`src/cpr_pkg.sv`:
```
`default_nettype none
package cpr_pkg;

	localparam logic [13:0] MAX_FRAME_BYTES    = 14'd16128;
	localparam logic [6:0]  CLASSIC_PACKET_MAX = 7'd8;
	localparam logic [6:0]  FD_PACKET_MAX      = 7'd64;

	localparam int unsigned CFG_INDEX_W = 1;
	localparam int unsigned CFG_DATA_W  = 14;

	typedef enum logic [CFG_INDEX_W-1:0] {
		REG_FRAME_LENGTH = 1'b0,
		REG_FD_MODE      = 1'b1
	} cfg_reg_t;

	typedef struct packed {
		logic [7:0] byte_value;
		logic       first_byte;
		logic       last_byte;
		logic [6:0] packet_length;
	} cpr_item_t;

	typedef struct packed {
		logic        write_enable;
		logic [13:0] write_offset;
		logic [7:0]  write_byte;
		logic        frame_done;
		logic [31:0] lost_frame_count;
	} cpr_result_t;

endpackage
`default_nettype wire

```
`src/cpr_in_reg.sv`:
```
`default_nettype none
module cpr_in_reg (
	input  wire                      clk,
	input  wire                      arst_n,
	input  wire                      load,
	input  wire                      fire,
	input  wire cpr_pkg::cpr_item_t  item,
	output logic                     valid_s1,
	output cpr_pkg::cpr_item_t       item_s1
);
	import cpr_pkg::*;

	always_ff @(posedge clk or negedge arst_n) begin
		if (!arst_n) begin
			valid_s1 <= 1'b0;
		end else if (load) begin
			valid_s1 <= 1'b1;
		end else if (fire) begin
			valid_s1 <= 1'b0;
		end
	end

	always_ff @(posedge clk) begin
		if (load) begin
			item_s1 <= item;
		end
	end

endmodule
`default_nettype wire

```
`src/cpr_core.sv`:
```
`default_nettype none
module cpr_core (
	input  wire                                 clk,
	input  wire                                 arst_n,
	input  wire                                 cfg_we,
	input  wire [cpr_pkg::CFG_INDEX_W-1:0]      cfg_index,
	input  wire [cpr_pkg::CFG_DATA_W-1:0]       cfg_data,
	input  wire                                 fire,
	input  wire cpr_pkg::cpr_item_t             item,
	output cpr_pkg::cpr_result_t                result
);
	import cpr_pkg::*;

	logic [13:0] frame_length_q;
	logic        fd_mode_q;

	logic [13:0] fill_count_q;
	logic [7:0]  expected_index_q;
	logic [31:0] lost_total_q;
	logic        skipping_packet_q;
	logic        in_packet_q;

	logic [13:0] fill_n;
	logic [7:0]  exp_n;
	logic [31:0] lost_n;
	logic        skip_n;
	logic        in_n;

	logic [13:0] eff_len;
	logic [6:0]  pkt_limit;
	logic        bad_len;
	logic        mismatch;
	logic        stray_idx;
	logic [1:0]  lost_add;

	always_ff @(posedge clk or negedge arst_n) begin
		if (!arst_n) begin
			frame_length_q <= 14'd1;
			fd_mode_q      <= 1'b0;
		end else if (cfg_we) begin
			case (cfg_reg_t'(cfg_index))
				REG_FRAME_LENGTH: frame_length_q <= cfg_data;
				REG_FD_MODE:      fd_mode_q      <= cfg_data[0];
				default:          ;
			endcase
		end
	end

	always_comb begin
		eff_len   = (frame_length_q > MAX_FRAME_BYTES) ? MAX_FRAME_BYTES : frame_length_q;
		pkt_limit = fd_mode_q ? FD_PACKET_MAX : CLASSIC_PACKET_MAX;
		bad_len   = (item.packet_length == 7'd0) || (item.packet_length > pkt_limit);
		mismatch  = item.byte_value != expected_index_q;
		stray_idx = mismatch && (item.byte_value != 8'd0);
		lost_add  = 2'd0;

		fill_n = fill_count_q;
		exp_n  = expected_index_q;
		skip_n = skipping_packet_q;
		in_n   = in_packet_q;

		result = '0;

		if (item.first_byte) begin
			in_n   = 1'b1;
			skip_n = 1'b0;
			if (bad_len) begin
				skip_n = 1'b1;
			end else begin
				if (mismatch) begin
					lost_add = {1'b0, fill_count_q != 14'd0} + {1'b0, stray_idx};
					fill_n   = 14'd0;
					exp_n    = 8'd0;
					skip_n   = stray_idx;
				end
				if (!skip_n && item.packet_length >= 7'd2) begin
					exp_n = exp_n + 8'd1;
				end
			end
		end else if (in_packet_q && !skipping_packet_q) begin
			if (fill_count_q < eff_len) begin
				result.write_enable = 1'b1;
				result.write_offset = fill_count_q;
				result.write_byte   = item.byte_value;
				fill_n              = fill_count_q + 14'd1;
			end
		end

		if (item.last_byte && in_n) begin
			if (!skip_n && fill_n >= eff_len) begin
				result.frame_done = 1'b1;
				fill_n            = 14'd0;
				exp_n             = 8'd0;
			end
			in_n   = 1'b0;
			skip_n = 1'b0;
		end

		lost_n                  = lost_total_q + {30'd0, lost_add};
		result.lost_frame_count = lost_n;
	end

	always_ff @(posedge clk or negedge arst_n) begin
		if (!arst_n) begin
			fill_count_q      <= '0;
			expected_index_q  <= '0;
			lost_total_q      <= '0;
			skipping_packet_q <= 1'b0;
			in_packet_q       <= 1'b0;
		end else if (fire) begin
			fill_count_q      <= fill_n;
			expected_index_q  <= exp_n;
			lost_total_q      <= lost_n;
			skipping_packet_q <= skip_n;
			in_packet_q       <= in_n;
		end
	end

endmodule
`default_nettype wire

```
`src/cpr_out_buf.sv`:
```
`default_nettype none
module cpr_out_buf (
	input  wire                        clk,
	input  wire                        arst_n,
	input  wire                        push,
	input  wire cpr_pkg::cpr_result_t  push_data,
	output logic                       ready,
	output logic                       out_valid,
	input  wire                        out_stall,
	output cpr_pkg::cpr_result_t       out_data
);
	import cpr_pkg::*;

	logic        main_valid_q;
	logic        skid_valid_q;
	cpr_result_t main_q;
	cpr_result_t skid_q;
	logic        pop;

	assign ready     = !skid_valid_q;
	assign out_valid = main_valid_q;
	assign out_data  = main_q;
	assign pop       = main_valid_q && !out_stall;

	always_ff @(posedge clk or negedge arst_n) begin
		if (!arst_n) begin
			main_valid_q <= 1'b0;
			skid_valid_q <= 1'b0;
		end else if (pop) begin
			if (skid_valid_q) begin
				skid_valid_q <= 1'b0;
			end else if (!push) begin
				main_valid_q <= 1'b0;
			end
		end else if (push) begin
			if (main_valid_q) begin
				skid_valid_q <= 1'b1;
			end else begin
				main_valid_q <= 1'b1;
			end
		end
	end

	always_ff @(posedge clk) begin
		if (pop) begin
			if (skid_valid_q) begin
				main_q <= skid_q;
			end else if (push) begin
				main_q <= push_data;
			end
		end else if (push) begin
			if (main_valid_q) begin
				skid_q <= push_data;
			end else begin
				main_q <= push_data;
			end
		end
	end

endmodule
`default_nettype wire

```
`src/can_packet_reassembler_top.sv`:
```
`default_nettype none
// Channel  | Handshake                 | Payload
// ---------+---------------------------+-------------------------------------------------
// in       | in_valid / in_stall       | byte_value, first_byte, last_byte, packet_length
// out      | out_valid / out_stall     | write_enable, write_offset, write_byte,
//          |                           | frame_done, lost_frame_count
// cfg      | cfg_we (no wait)          | cfg_index, cfg_data
//
// One transaction in gives one transaction out, one per clock when out is not stalled.
// The path runs through the input register, then the reassembly logic into the output register.
// The per-byte state update (fill, index, loss count) closes in that single stage.
// A two-entry output buffer (register plus skid) absorbs out_stall; in_stall rises only
// when both entries are full and the input register holds a transaction.
// Async reset clears state; frame_length resets to 1, fd_mode to classic.
module can_packet_reassembler_top (
	input  wire                                 clk,
	input  wire                                 arst_n,
	// configuration
	input  wire                                 cfg_we,
	input  wire [cpr_pkg::CFG_INDEX_W-1:0]      cfg_index,
	input  wire [cpr_pkg::CFG_DATA_W-1:0]       cfg_data,
	// input byte stream
	input  wire                                 in_valid,
	output logic                                in_stall,
	input  wire [7:0]                           byte_value,
	input  wire                                 first_byte,
	input  wire                                 last_byte,
	input  wire [6:0]                           packet_length,
	// buffer write stream
	output logic                                out_valid,
	input  wire                                 out_stall,
	output logic                                write_enable,
	output logic [13:0]                         write_offset,
	output logic [7:0]                          write_byte,
	output logic                                frame_done,
	output logic [31:0]                         lost_frame_count
);
	import cpr_pkg::*;

	cpr_item_t   item_in;
	cpr_item_t   item_s1;
	logic        valid_s1;
	logic        buf_ready;
	logic        fire;
	logic        load;
	cpr_result_t result;
	cpr_result_t out_data;

	assign item_in.byte_value    = byte_value;
	assign item_in.first_byte    = first_byte;
	assign item_in.last_byte     = last_byte;
	assign item_in.packet_length = packet_length;

	// stage 1 advances whenever the output buffer has a free slot
	assign fire     = valid_s1 && buf_ready;
	assign in_stall = valid_s1 && !buf_ready;
	assign load     = in_valid && !in_stall;

	cpr_in_reg u_in_reg (
		.clk      (clk),
		.arst_n   (arst_n),
		.load     (load),
		.fire     (fire),
		.item     (item_in),
		.valid_s1 (valid_s1),
		.item_s1  (item_s1)
	);

	// config registers and reassembly state; state commits on fire
	cpr_core u_core (
		.clk       (clk),
		.arst_n    (arst_n),
		.cfg_we    (cfg_we),
		.cfg_index (cfg_index),
		.cfg_data  (cfg_data),
		.fire      (fire),
		.item      (item_s1),
		.result    (result)
	);

	cpr_out_buf u_out_buf (
		.clk       (clk),
		.arst_n    (arst_n),
		.push      (fire),
		.push_data (result),
		.ready     (buf_ready),
		.out_valid (out_valid),
		.out_stall (out_stall),
		.out_data  (out_data)
	);

	assign write_enable     = out_data.write_enable;
	assign write_offset     = out_data.write_offset;
	assign write_byte       = out_data.write_byte;
	assign frame_done       = out_data.frame_done;
	assign lost_frame_count = out_data.lost_frame_count;

endmodule
`default_nettype wire

```
`config.mk`:
```
export PLATFORM = sky130hd
export DESIGN_NAME = can_packet_reassembler_top
export DESIGN_NICKNAME = d
export VERILOG_FILES = /design/src/cpr_pkg.sv /design/src/cpr_in_reg.sv /design/src/cpr_core.sv /design/src/cpr_out_buf.sv /design/src/can_packet_reassembler_top.sv
export SDC_FILE = /design/constraint.sdc
export NUM_CORES = 1
export LEC_CHECK = 0
export ABC_AREA = 1
export BUFFER_PORTS_ARGS = -buffer_cell sky130_fd_sc_hd__buf_2
export CAP_MARGIN = 0
export CORE_MARGIN = 8
export CORE_UTILIZATION = 55
export CTS_BUF_LIST = sky130_fd_sc_hd__clkbuf_8
export CTS_CLUSTER_DIAMETER = 60
export CTS_CLUSTER_SIZE = 12
export DETAILED_ROUTE_END_ITERATION = 7
export GPL_TIMING_DRIVEN = 0
export MAX_ROUTING_LAYER = met4
export PLACE_DENSITY_LB_ADDON = 0.25
export SLEW_MARGIN = 20
export SYNTH_ARGS = -nofsm -noshare
export SYNTH_HDL_FRONTEND = slang
export SYNTH_SLANG_ARGS = --single-unit
export TNS_END_PERCENT = 10
```
`constraint.sdc`:
```
create_clock -name clk -period 5.3 [get_ports clk]
set_input_delay 1.06 -clock clk [delete_from_list [all_inputs] [get_ports clk]]
set_output_delay 1.06 -clock clk [all_outputs]
set_load 0.05 [all_outputs]
```
# [After elaboration in Yosys (flattened, before gate mapping)]
# Index checks and enable logic that the tools add are counted.
[totals] regBits=203 output_inout_bits=58 in_bits=37 wordCells=115
[classes] bitwise_logic=2 n_reduce_logical=29 eq_ne=4 mux=47 add_sub_neg=4 n_lt_le_gt_ge=5
[op_table] operator="56-bit 2-to-1 mux" n=5
[op_table] operator="14-bit 2-to-1 mux" n=8
[op_table] operator="23-bit 2-to-1 mux" n=3
[op_table] operator="8-bit 2-to-1 mux" n=8
[op_table] operator="32-bit by 2-bit adder with 32-bit output" n=1
[op_table] operator="1-bit 2-to-1 mux" n=19
[op_table] operator="14-bit by 1-bit adder with 14-bit output, second input constant" n=1
[op_table] operator="14-bit >= comparator" n=1
[op_table] operator="14-bit greater-than comparator, second input constant" n=1
[op_table] operator="14-bit < comparator" n=1
[op_table] operator="14-bit nonzero test" n=1
[op_table] operator="1-bit logical AND" n=9
[op_table] operator="3-bit AND reduction" n=3
[op_table] operator="8-bit by 1-bit adder with 8-bit output, second input constant" n=1
[op_table] operator="8-bit != test" n=1
[op_table] operator="2-bit nonzero test" n=4
[op_table] operator="8-bit nonzero test" n=1
[op_table] operator="7-bit by 2-bit >= comparator with 1-bit output, second input constant" n=1
[op_table] operator="7-bit greater-than comparator" n=1
[op_table] operator="7-bit zero test" n=1
[op_table] operator="7-bit 2-to-1 mux" n=1
[op_table] operator="1-bit zero test" n=6
[op_table] operator="2-bit 2-to-1 mux" n=3
[op_table] operator="2-bit != test, second input constant" n=3
[op_table] operator="other kinds (4)" n=7

# [Longest topological paths before layout]
# Gate-level depths: netlist of run 1.
[logic_depth] depth_word=14 mapped_depth=35 mapped_depth_nobuf=34

# [Cells and area by module]
# From an unflattened synthesis of run 1, not the netlist that was laid out.
[hier_totals] cells_unflattened=1120 hier_area_um2=10431.3
[modules_own_cells] mod="cpr_core" cells_each=767 area_each_um2=5431.5 n_inst=1 seq_area_each_um2=1778.0
[modules_own_cells] mod="cpr_out_buf" cells_each=324 area_each_um2=4418.0 n_inst=1 seq_area_each_um2=3413.3
[modules_own_cells] mod="cpr_in_reg" cells_each=22 area_each_um2=550.5 n_inst=1 seq_area_each_um2=535.5
[modules_own_cells] mod="can_packet_reassembler_top" cells_each=7 area_each_um2=31.3 n_inst=1 seq_area_each_um2=0.0

# [Worst setup path before layout of run 1]
# Ideal clock, no wire load.
[synth_path] kind="register to register" startpoint="register u_out_buf.skid_valid_q" endpoint="register u_out_buf.main_q, in the netlist u_out_buf.out_data[0], enable pin" period_less_slack_ps=4349 required_time_ps=4812 slack_ps=951 path_buffers=1 setup_time_ps=488 path_stages_with_launch=7 t_arrival_ps=3861 cell_sequence="dfrtp_1 inv_1 nand2_1 inv_1 clkbuf_1 a21oi_1 a21oi_1"
[synth_between] elab_chain_len=4 elab_cells_between_ends=5 classes_between="5 x reduce/logical"
[synth_rtl] item="start, declared" line="cpr_out_buf.sv:15" rtl="logic skid_valid_q;"
[synth_rtl] item="start signal, assigned" line="cpr_out_buf.sv:28" rtl="skid_valid_q <= 1'b0;"
[synth_rtl] item="start signal, assigned" line="cpr_out_buf.sv:31" rtl="skid_valid_q <= 1'b0;"
[synth_rtl] item="start signal, assigned" line="cpr_out_buf.sv:37" rtl="skid_valid_q <= 1'b1;"
[synth_rtl] item="1-bit zero test" line="cpr_out_buf.sv:20" rtl="assign ready = !skid_valid_q;"
[synth_rtl] item="1-bit logical AND" line="can_packet_reassembler_top.sv:55" rtl="assign fire = valid_s1 && buf_ready;"
[synth_rtl] item="2-bit nonzero test (no source line)"
[synth_rtl] item="3-bit AND reduction (no source line) *"
[synth_rtl] item="end signal, assigned" line="cpr_out_buf.sv:47" rtl="main_q <= skid_q;"
[synth_rtl] item="end signal, assigned" line="cpr_out_buf.sv:49" rtl="main_q <= push_data;"
[synth_rtl] item="end signal, assigned" line="cpr_out_buf.sv:55" rtl="main_q <= push_data;"
[synth_rtl] item="end, declared" line="cpr_out_buf.sv:16" rtl="cpr_result_t main_q;"
# Mark *: on every way between the ends. The rest lies on a longest branch, timed or not.
# A chain may end at the register's enable or synchronous reset.

==> impl_results.md, run 1 <==
* Final WS setup at slightly above 0.6 ns
* Die W at between 150 and 200 µm
* Area Growth Syn to Fin at 12.74%
* Worst path required time at around 5.6 ns
* Layout cell share with drive strength beyond 1 at 13.79%
* Clk root buf: clkbuf_8
* Placed insts at approximately 1.4k
* CTS tree: done
* Crit path top cell by count: nand2_1
* # DRC at 0
* Insertion delay to the later sink of the worst-skew pair at slightly above 0.5 ns
* WL/cell at 15.45 µm
* Worst hold path class: in -> async
* First-pass GRT wire length at between 30000 and 40000 µm
* Syn Area/Cell at ~9.3 µm²
* Slew @ Worst Pin at 0.9164 ns
* R2r startpoint: u_core.fd_mode_q
* Reg2Reg Setup Slack at approximately 0.61 ns
* Post-place setup slack at between 0.6 and 0.7 ns
* Synth top area cells: edfxtp_1, dfrtp_1, nand2_1
* Ys flop type: edfxtp_1
* Reg2reg end: u_out_buf.out_data[30]
* Post-synth EDFFs at about 130
* Syn Inst Count at around 1.1k
* Maximum clock path buffer count at 3
* Seq pwr share at around 45%
* CP Buf/Inv Count at 3
* RSZ-0062 raised after global routing: no
* Clock skew at 0.01512 ns
* VDD IR-drop max at 0.3096 mV
* Antenna Nets Post-Route at 0
* Top cell type's share of synthesized area at about 39%
* IO Port Bufs at 94
* Peak Freq at ~0.21 GHz
* Library cells used by synthesis at 54
* Pwr/cell area at about 440 nW/µm²
* Setup_tns at 0 ns
* Crit start category: register
* DR pass1 iterations at 5
* Max-Cap Viols at 0
* Final Max Slew Viols at 0
* Pin count of the biggest net entering global routing at 54
* Post_cts resized at 0
* Min Tclk post-route at about 4.7 ns
* Comb pwr share at approximately 36%
* Power, Total at 4.940 mW
* IO Pins at 95
* Gr usage total at between 20 and 25%
* Total CTS buffers at 21
* Die area at approximately 23000 µm²
* Cell Area, Synth at around 10000 µm²
* #FFs+latches synth at 203
* Most common cell after layout, fill and taps aside: nand2_1
* Post-DP HPWL at approximately 17000 µm
* Slowest-stage cell, CP: fa_1
* Via/cell ratio at ~5.2
* Vias at between 7k and 8k
* Arrival time worst endpoint at 4.94 ns
* Final Hold Vio Count at 0
* Htree depth at 1
* Sw power at around 2.1 mW
* Worst-path clk slew at approximately 0.080 ns
* Final core occ at a little over three fifths
* # setup viols final at 0
* Final period utilization at roughly 90%
* Placed inst area at between 10000 and 15000 µm²
* Final wirelength at 22360 µm
* Yosys top cell by area: edfxtp_1
* Highest-count cells in the layout ignoring fill and taps: nand2_1, inv_1, edfxtp_1
* Worst rel slew slack at about 40%
* Initial Utilization at 56.00%
* Ant. Diodes at 0
* Hold-fix buffers at CTS at 0
* Lkg Pwr at roughly 5.2 nW
* Worst Reg-to-Reg Cells at 26
* Non-Filler Instances at around 1.4k
* Cell Rows at roughly 50
* Fin area at 11300 µm²
* Slowest stage delay, CP at 0.43 ns
* Layout Nets at between 1k and 1.5k
* Hold WS at roughly 0.42 ns
* Clock Sink Count at a little over 200
* Type of the worst setup path: reg -> reg
* RD Place Congestion at approximately 0.88
* Switching Fraction at 41.71%
* Synth async-reset ratio at 36.45%
* Outcome: finished, final reports clean
* Global route total overflow at 0
* CP endpoint kind: register
* Vias in the first global route at around 7.5k
* Post-Synthesis Net Count at 1154
* Initial DRC Count at roughly 460
* Sequential cell area fraction in the yosys report at approximately 57%
* Internal power at between 2 and 3 mW
* Synth Warn # at 0
* Core area at roughly 18000 µm²
* Delay-heaviest family, CP: simple AND/OR/NAND/NOR gates
* Die H at 151.0 µm
* Share of power burned in the clock network at a little under a fifth
* # Post-CTS Setup Buffers at 0
* Initial antenna violation count at 0
* Critical-path maximum fanout at 10
==> cell usage after synthesis (2+ instances only) <==
library cell and n:
nand2_1 348, edfxtp_1 129, inv_1 126, nor2_1 86
dfrtp_1 73, o21ai_0 55, a21oi_1 34, ha_1 34
xor2_1 27, clkbuf_1 24, nand3_1 21, nand4_1 21
nor3_1 19, nor2_2 8, o21ai_1 6, nand2_2 5
nor4_1 4, o22ai_1 4, or2_2 4, xnor2_1 4
nand3_2 3, nor3_2 3, o211ai_1 3, a211oi_1 2
a22oi_1 2, a31oi_1 2, buf_1 2, buf_2 2
buf_6 2, clkinv_1 2, nand2_4 2, nand4_2 2
o21a_1 2
==> how the worst max path moves through the flow <==
stage | cells past startpoint | from | to
finish | 26 | u_core.fd_mode_q | u_out_buf.out_data[30]
floorplan | 6 | u_out_buf.skid_valid_q | u_out_buf.out_data[0]
CTS | 26 | u_core.fd_mode_q | u_out_buf.out_data[30]
global route | 26 | u_core.fd_mode_q | u_out_buf.out_data[30]
detailed placement | 26 | u_core.fd_mode_q | u_out_buf.out_data[30]
global placement | 6 | u_out_buf.skid_valid_q | u_out_buf.out_data[23]
==> layout make-up <==
class                           instances  area, µm²
Clock buffer                           21      289.0
Tap cell                              229      286.5
Multi-Input combinational cell        719       3696
Timing Repair Buffer                   99      610.6
Buffer                                 31      137.6
Clock inverter                         16      70.07
Inverter                              129      485.5
Sequential cell                       203       5727
Fill cell                            1516       6600
==> flip-flops by register name (all words and copies together) (netlist names) <==
signal / cells
u_core.fill_count_q: 14
u_out_buf.out_data: 56
u_out_buf.skid_valid_q: 1
u_out_buf.skid_q: 56
u_in_reg.item_s1: 17
u_out_buf.out_valid: 1
u_core.skipping_packet_q: 1
u_core.in_packet_q: 1
u_core.frame_length_q: 14
u_in_reg.valid_s1: 1
u_core.fd_mode_q: 1
u_core.lost_total_q: 32
u_core.expected_index_q: 8
==> cells by family (layout without fill, tap and decap cells) <==
group,count (synthesis),in the layout,synth area share (%)
AO/OA/AOI/OAI,117,117,6.465
buffers and inverters,160,296,6.216
multiplexers,1,1,0.1123
flip-flops,203,203,57.13
AND/OR/NAND/NOR,534,534,22.77
XOR/XNOR,32,32,2.871
adder cells (fa/ha/maj),35,35,4.443
==> power groups by stage <==
stage               Sequential (mW)  Combinational (mW)  Clock, mW
floorplan                      2.92               0.600          0
global placement               2.31                1.69          0
detailed placement             2.28                1.82          0
CTS                            2.25                1.82      0.928
global route                   2.28                1.94      0.978
finish                         2.24                1.80      0.899
==> metal layers <==
layer / GRT usage [%] / up-vias / share of wire, %
met3: 3.077 / 34 / 5.4
met2: 36.25 / 209 / 50
li1: - / 3784 / -
met4: 5.938 / 0 / 2.1
met5: - / - / 0
met1: 24.18 / 3504 / 42
==> worst reg2reg max path: stages (launching register included) <==
cell	delay, ns
dfrtp_1	0.37
inv_1	0.07
ha_1	0.29
nand2_1	0.05
nor3_1	0.15
or2_2	0.14
o21ai_2	0.07
nor2_2	0.21
nand2_2	0.16
buf_2	0.25
nor2_1	0.17
ha_1	0.19
inv_1	0.06
fa_1	0.43
nor2_2	0.22
nand3_2	0.16
nor2_4	0.14
nand4_2	0.12
nor4_2	0.20
nand4_1	0.19
nor2_1	0.17
nand3_2	0.12
nor2_2	0.12
nand2_1	0.08
xor2_1	0.17
nand2_1	0.08
nand2_1	0.08
(Power assumes the default switching activity.)
==> run 2, diff against run 1 <==
Settings changed: CORE_UTILIZATION 55 to 35.
==> run 2 against run 1 <==
Combinational power hardly changed. Total power is 2.5% higher. Sequential share of layout area decreased by 1.2 points. Sequential power is essentially flat. Clock-buffer cell count rose by 4. Highest routed layer unchanged. Register-to-register slack gained 0.07 ns. Setup slack improved by 0.069 ns.
==> impl_results.md, run 2 (synthesis results as in run 1) <==
* Die area at between 30000 and 40000 µm²
* Most common cell after layout, fill and taps aside: nand2_1
* RD Place Congestion at around 0.9
* Ant. Diodes at 0
* Post-DP HPWL at 17970 µm
* CP Buf/Inv Count at 3
* Share of power burned in the clock network at between 20% and 30%
* Placed insts at around 1.6k
* Hold-fix buffers at CTS at 0
* CP endpoint kind: register
* Total CTS buffers at 23
* Htree depth at 1
* Worst-path clk slew at 0.08 ns
* Lkg Pwr at ~5.2 nW
* Type of the worst setup path: reg -> reg
* Pin count of the biggest net entering global routing at 40
* WL/cell at between 10 and 15 µm
* Slew @ Worst Pin at just under 0.8 ns
* Placed inst area at between 10000 and 15000 µm²
* Cell Rows at a little over 60
* Gr usage total at 14.34%
* Comb pwr share at between 30% and 40%
* Worst rel slew slack at between 40% and 50%
* Fin area at between 10000 and 15000 µm²
* Final Max Slew Viols at 0
* Initial antenna violation count at 0
* Max-Cap Viols at 0
* Arrival time worst endpoint at between 5 and 6 ns
* Slowest stage delay, CP at between 0.4 and 0.5 ns
* Sw power at ~2.1 mW
* Layout Nets at around 1.3k
* RSZ-0062 raised after global routing: no
* Vias at approximately 7.5k
* Crit path top cell by count: nand2_1
* # DRC at 0
* Die W at between 150 and 200 µm
* Peak Freq at about 0.22 GHz
* Core area at about 28000 µm²
* Initial DRC Count at 522
* Setup_tns at 0 ns
* DR pass1 iterations at 5
* Die H at ~190 µm
* Clock skew at ~0.024 ns
* Internal power at between 2 and 3 mW
* Worst hold path class: in -> async
* # setup viols final at 0
* Outcome: finished, final reports clean
* Antenna Nets Post-Route at 0
* Seq pwr share at between 40% and 50%
* Global route total overflow at 0
* Via/cell ratio at 4.648
* Worst path required time at approximately 5.7 ns
* Switching Fraction at a little over two fifths
* CTS tree: done
* IO Port Bufs at 94
* Non-Filler Instances at ~1.6k
* First-pass GRT wire length at between 30000 and 40000 µm
* Final period utilization at 87.09%
* Final wirelength at 23770 µm
* IO Pins at 95
* Delay-heaviest family, CP: simple AND/OR/NAND/NOR gates
* Critical-path maximum fanout at 10
* Clk root buf: clkbuf_8
* Clock Sink Count at just over 200
* Crit start category: register
* Vias in the first global route at roughly 7.5k
* Min Tclk post-route at around 4.6 ns
* Highest-count cells in the layout ignoring fill and taps: nand2_1, inv_1, edfxtp_1
* Pwr/cell area at between 400 and 500 nW/µm²
* Insertion delay to the later sink of the worst-skew pair at 0.55 ns
* Initial Utilization at a little over a third
* Area Growth Syn to Fin at 15.45%
* Post_cts resized at 0
* # Post-CTS Setup Buffers at 0
* Final Hold Vio Count at 0
* VDD IR-drop max at approximately 0.21 mV
* Layout cell share with drive strength beyond 1 at 14.39%
* Maximum clock path buffer count at 3
* Slowest-stage cell, CP: fa_1
[run 2: cell count changes in the layout (fill, tap and decap cells not counted), sizes merged]
cell,before,now
clkbuf,45,49
clkinvlp,0,3
inv,140,138
[run 2: through the flow]
step                total power [mW]  setup WS (ns)  hold slack [ns]  util [%]
floorplan                      3.522         0.9505           0.4400         -
global placement               4.038         -1.107           0.4791     38.55
detailed placement             4.104         0.6870           0.4946     39.12
CTS                            5.149         0.6236           0.4578     40.65
global route                   5.355         0.2417           0.4826     40.65
finish                         5.065         0.6840           0.4774     40.65
[run 2: path summary, 6_finish.rpt]
| kind | end | cells after the start | startpoint | slack [ns] |
|---|---|---|---|---|
| min | u_core.frame_length_q[13] | 1 | arst_n | 0.48 |
| min in group clk | u_core.frame_length_q[0] | 2 | u_core.frame_length_q[0] | 0.51 |
| max reg2reg | u_out_buf.out_data[30] | 26 | u_core.fd_mode_q | 0.68 |
| max in group asynchronous | u_core.lost_total_q[5] | 2 | arst_n | 4.21 |
| min reg2reg | u_core.frame_length_q[0] | 2 | u_core.frame_length_q[0] | 0.51 |
| max | u_out_buf.out_data[30] | 26 | u_core.fd_mode_q | 0.68 |
[run 2: worst register-to-register path, delay by kind of cell, from the launching register on]
| family | cells | cell delay, ns |
|---|---|---|
| simple gates | 18 | 2.46 |
| xor+xnor | 1 | 0.30 |
| compound gates | 1 | 0.08 |
| fa+ha+maj | 3 | 0.90 |
| flops | 1 | 0.36 |
| buf+inv | 3 | 0.37 |
[run 2: layer usage]
| metal | vias to the layer above | share of wire [%] | GRT usage, % |
|---|---|---|---|
| met1 | 3505 | 47 | 18.12 |
| met4 | 0 | 2.1 | 3.713 |
| met5 | - | 0 | - |
| met2 | 139 | 47 | 23.89 |
| li1 | 3788 | - | - |
| met3 | 38 | 3.7 | 2.079 |
[run 2: layout make-up]
type,instances,area (µm²)
Sequential cell,203,5727
Inverter,129,485.5
Timing Repair Buffer,99,610.6
Multi-Input combinational cell,719,3696
Tap cell,384,480.5
Fill cell,2886,16900
Clock inverter,17,92.59
Clock buffer,25,344.1
Buffer,31,137.6
[run 2: power groups by stage]
stage               clock [mW]  combinational [mW]  sequential [mW]
detailed placement           0                1.82             2.28
global route              1.13                1.94             2.28
global placement             0                1.72             2.32
finish                    1.03                1.79             2.24
CTS                       1.07                1.83             2.25
floorplan                    0               0.600             2.92
==> run 3, diff against run 2 <==
==> constraint.sdc (replaced) <==
create_clock -name clk -period 5.3 [get_ports clk]
set_input_delay 0.265 -clock clk [delete_from_list [all_inputs] [get_ports clk]]
set_output_delay 0.265 -clock clk [all_outputs]
set_load 0.05 [all_outputs]
==> run 3 against run 2 <==
Largest cell class unchanged. Clock skew rose by 0.00090 ns. Critical path type unchanged. Routed wire length grew 1.4%. Largest power group unchanged. Critical endpoint unchanged. Core utilization increased by 1.2 points. Sequential cell count unchanged.
==> impl_results.md, run 3 (synthesis results as in run 1) <==
* Outcome: finished, final reports clean
* Pin count of the biggest net entering global routing at 40
* Clk root buf: clkbuf_8
* Area Growth Syn to Fin at 18.95%
* Die H at ~190 µm
* Final Hold Vio Count at 0
* Max-Cap Viols at 0
* IO Pins at between 90 and 100
* Gr usage total at 14.59%
* Via/cell ratio at 4.658
* CTS tree: done
* Arrival time worst endpoint at roughly 5 ns
* Die area at ~34000 µm²
* # setup viols final at 0
* Maximum clock path buffer count at 3
* Ant. Diodes at 0
* Insertion delay to the later sink of the worst-skew pair at 0.55 ns
* Clock skew at 0.02459 ns
* Worst path required time at 5.70 ns
* Pwr/cell area at around 430 nW/µm²
* Min Tclk post-route at ~4.6 ns
* Hold WS at around 0.09 ns
* WL/cell at between 10 and 15 µm
* Worst-path clk slew at ~0.080 ns
* Final period utilization at roughly 87%
* Final wirelength at around 24000 µm
* CP endpoint kind: register
* Type of the worst setup path: reg -> reg
* RD Place Congestion at approximately 0.9
* VDD IR-drop max at a little over 0.2 mV
* DR pass1 iterations at 5
* Worst hold path class: in -> reg
* Power, Total at slightly above 5 mW
* Layout Nets at between 1k and 1.5k
* Initial Utilization at between 30% and 40%
* Vias in the first global route at between 7k and 8k
* Total CTS buffers at 23
* Final Max Slew Viols at 0
* Antenna Nets Post-Route at 0
* # DRC at 0
* Critical-path maximum fanout at 10
* Most common cell after layout, fill and taps aside: nand2_1
* Crit path top cell by count: nand2_1
* Die W at approximately 190 µm
* Initial antenna violation count at 0
* Slowest-stage cell, CP: fa_1
* Layout cell share with drive strength beyond 1 at 13.99%
* Core area at approximately 28000 µm²
* IO Port Bufs at 94
* Post_cts resized at 0
* Setup_tns at 0 ns
* Cell Rows at 62
* Vias at between 7k and 8k
* Crit start category: register
* RSZ-0062 raised after global routing: no
* Htree depth at 1
* Lkg Pwr at roughly 5.4 nW
* Slew @ Worst Pin at between 0.8 and 0.9 ns
* Peak Freq at between 0.2 and 0.25 GHz
* Post-DP HPWL at about 18000 µm
* First-pass GRT wire length at slightly below 40000 µm
* Worst rel slew slack at 46.30%
* Slowest stage delay, CP at 0.42 ns
* Global route total overflow at 0
* Fill count at 2848
* Clock Sink Count at 203
* Initial DRC Count at approximately 560
* Highest-count cells in the layout ignoring fill and taps: nand2_1, inv_1, edfxtp_1
==> run 3: final cells by class <==
| class | instances | area (µm²) | area share (%) |
|---|---|---|---|
| clock inverter | 17 | 92.59 | 0.7765 |
| inverter | 129 | 485.5 | 4.071 |
| sequential | 203 | 5727 | 48.03 |
| clock buffer | 25 | 344.1 | 2.886 |
| buffer | 31 | 137.6 | 1.154 |
| timing repair buffer | 134 | 960.9 | 8.059 |
| multi-input combinational | 719 | 3696 | 31.00 |
| tap | 384 | 480.5 | 4.029 |
==> run 3: repair_timing <==
item	CTS	global route
buffers inserted	0	0
hold buffers	35	0
endpoints found under the hold margin	67	0
==> run 3: worst max-delay path: cells and delay by family, from the launching register on <==
kind                     cells  cell delay, ns
flip-flops                   1            0.36
XOR/XNOR                     1            0.30
adder cells (fa/ha/maj)      3            0.90
AND/OR/NAND/NOR             18            2.45
buffers and inverters        3            0.37
AO/OA/AOI/OAI                1            0.08
==> run 3: path summary, 6_finish.rpt <==
| path | from | endpoint | slack, ns | depth (start not counted) |
|---|---|---|---|---|
| min in group asynchronous | arst_n | u_core.frame_length_q[12] | 0.24 | 2 |
| max in group asynchronous | arst_n | u_core.lost_total_q[21] | 4.46 | 3 |
| min | out_stall | u_out_buf.skid_valid_q | 0.09 | 3 |
| min reg2reg | u_core.frame_length_q[0] | u_core.frame_length_q[0] | 0.50 | 2 |
| max reg2reg | u_core.fd_mode_q | u_out_buf.out_data[30] | 0.69 | 26 |
| max | u_core.fd_mode_q | u_out_buf.out_data[30] | 0.69 | 26 |
==> run 3: stage by stage <==
stage / cell area, µm² / setup WS [ns] / std cells / util, %
floorplan: 10020 / 0.9505 / 1082 / -
global route: 11920 / 0.2435 / 1642 / 41.88
finish: 11920 / 0.6902 / 1642 / 41.88
CTS: 11920 / 0.6236 / 1642 / 41.88
global placement: 10980 / -1.107 / 1560 / 38.55
detailed placement: 11140 / 0.6870 / 1565 / 39.12
==> run 3: layer usage <==
| metal | track usage [%] | routed length [µm] | up-vias |
|---|---|---|---|
| met5 | - | 0 | - |
| met4 | 3.713 | 535 | 0 |
| met3 | 2.099 | 988 | 42 |
| met2 | 24.57 | 11540 | 154 |
| met1 | 18.23 | 11030 | 3596 |
| li1 | - | - | 3856 |
==> run 3: power breakdown <==
part           switching, mW  internal, mW
combinational           1.41         0.407
clock                  0.582         0.447
sequential             0.125          2.11
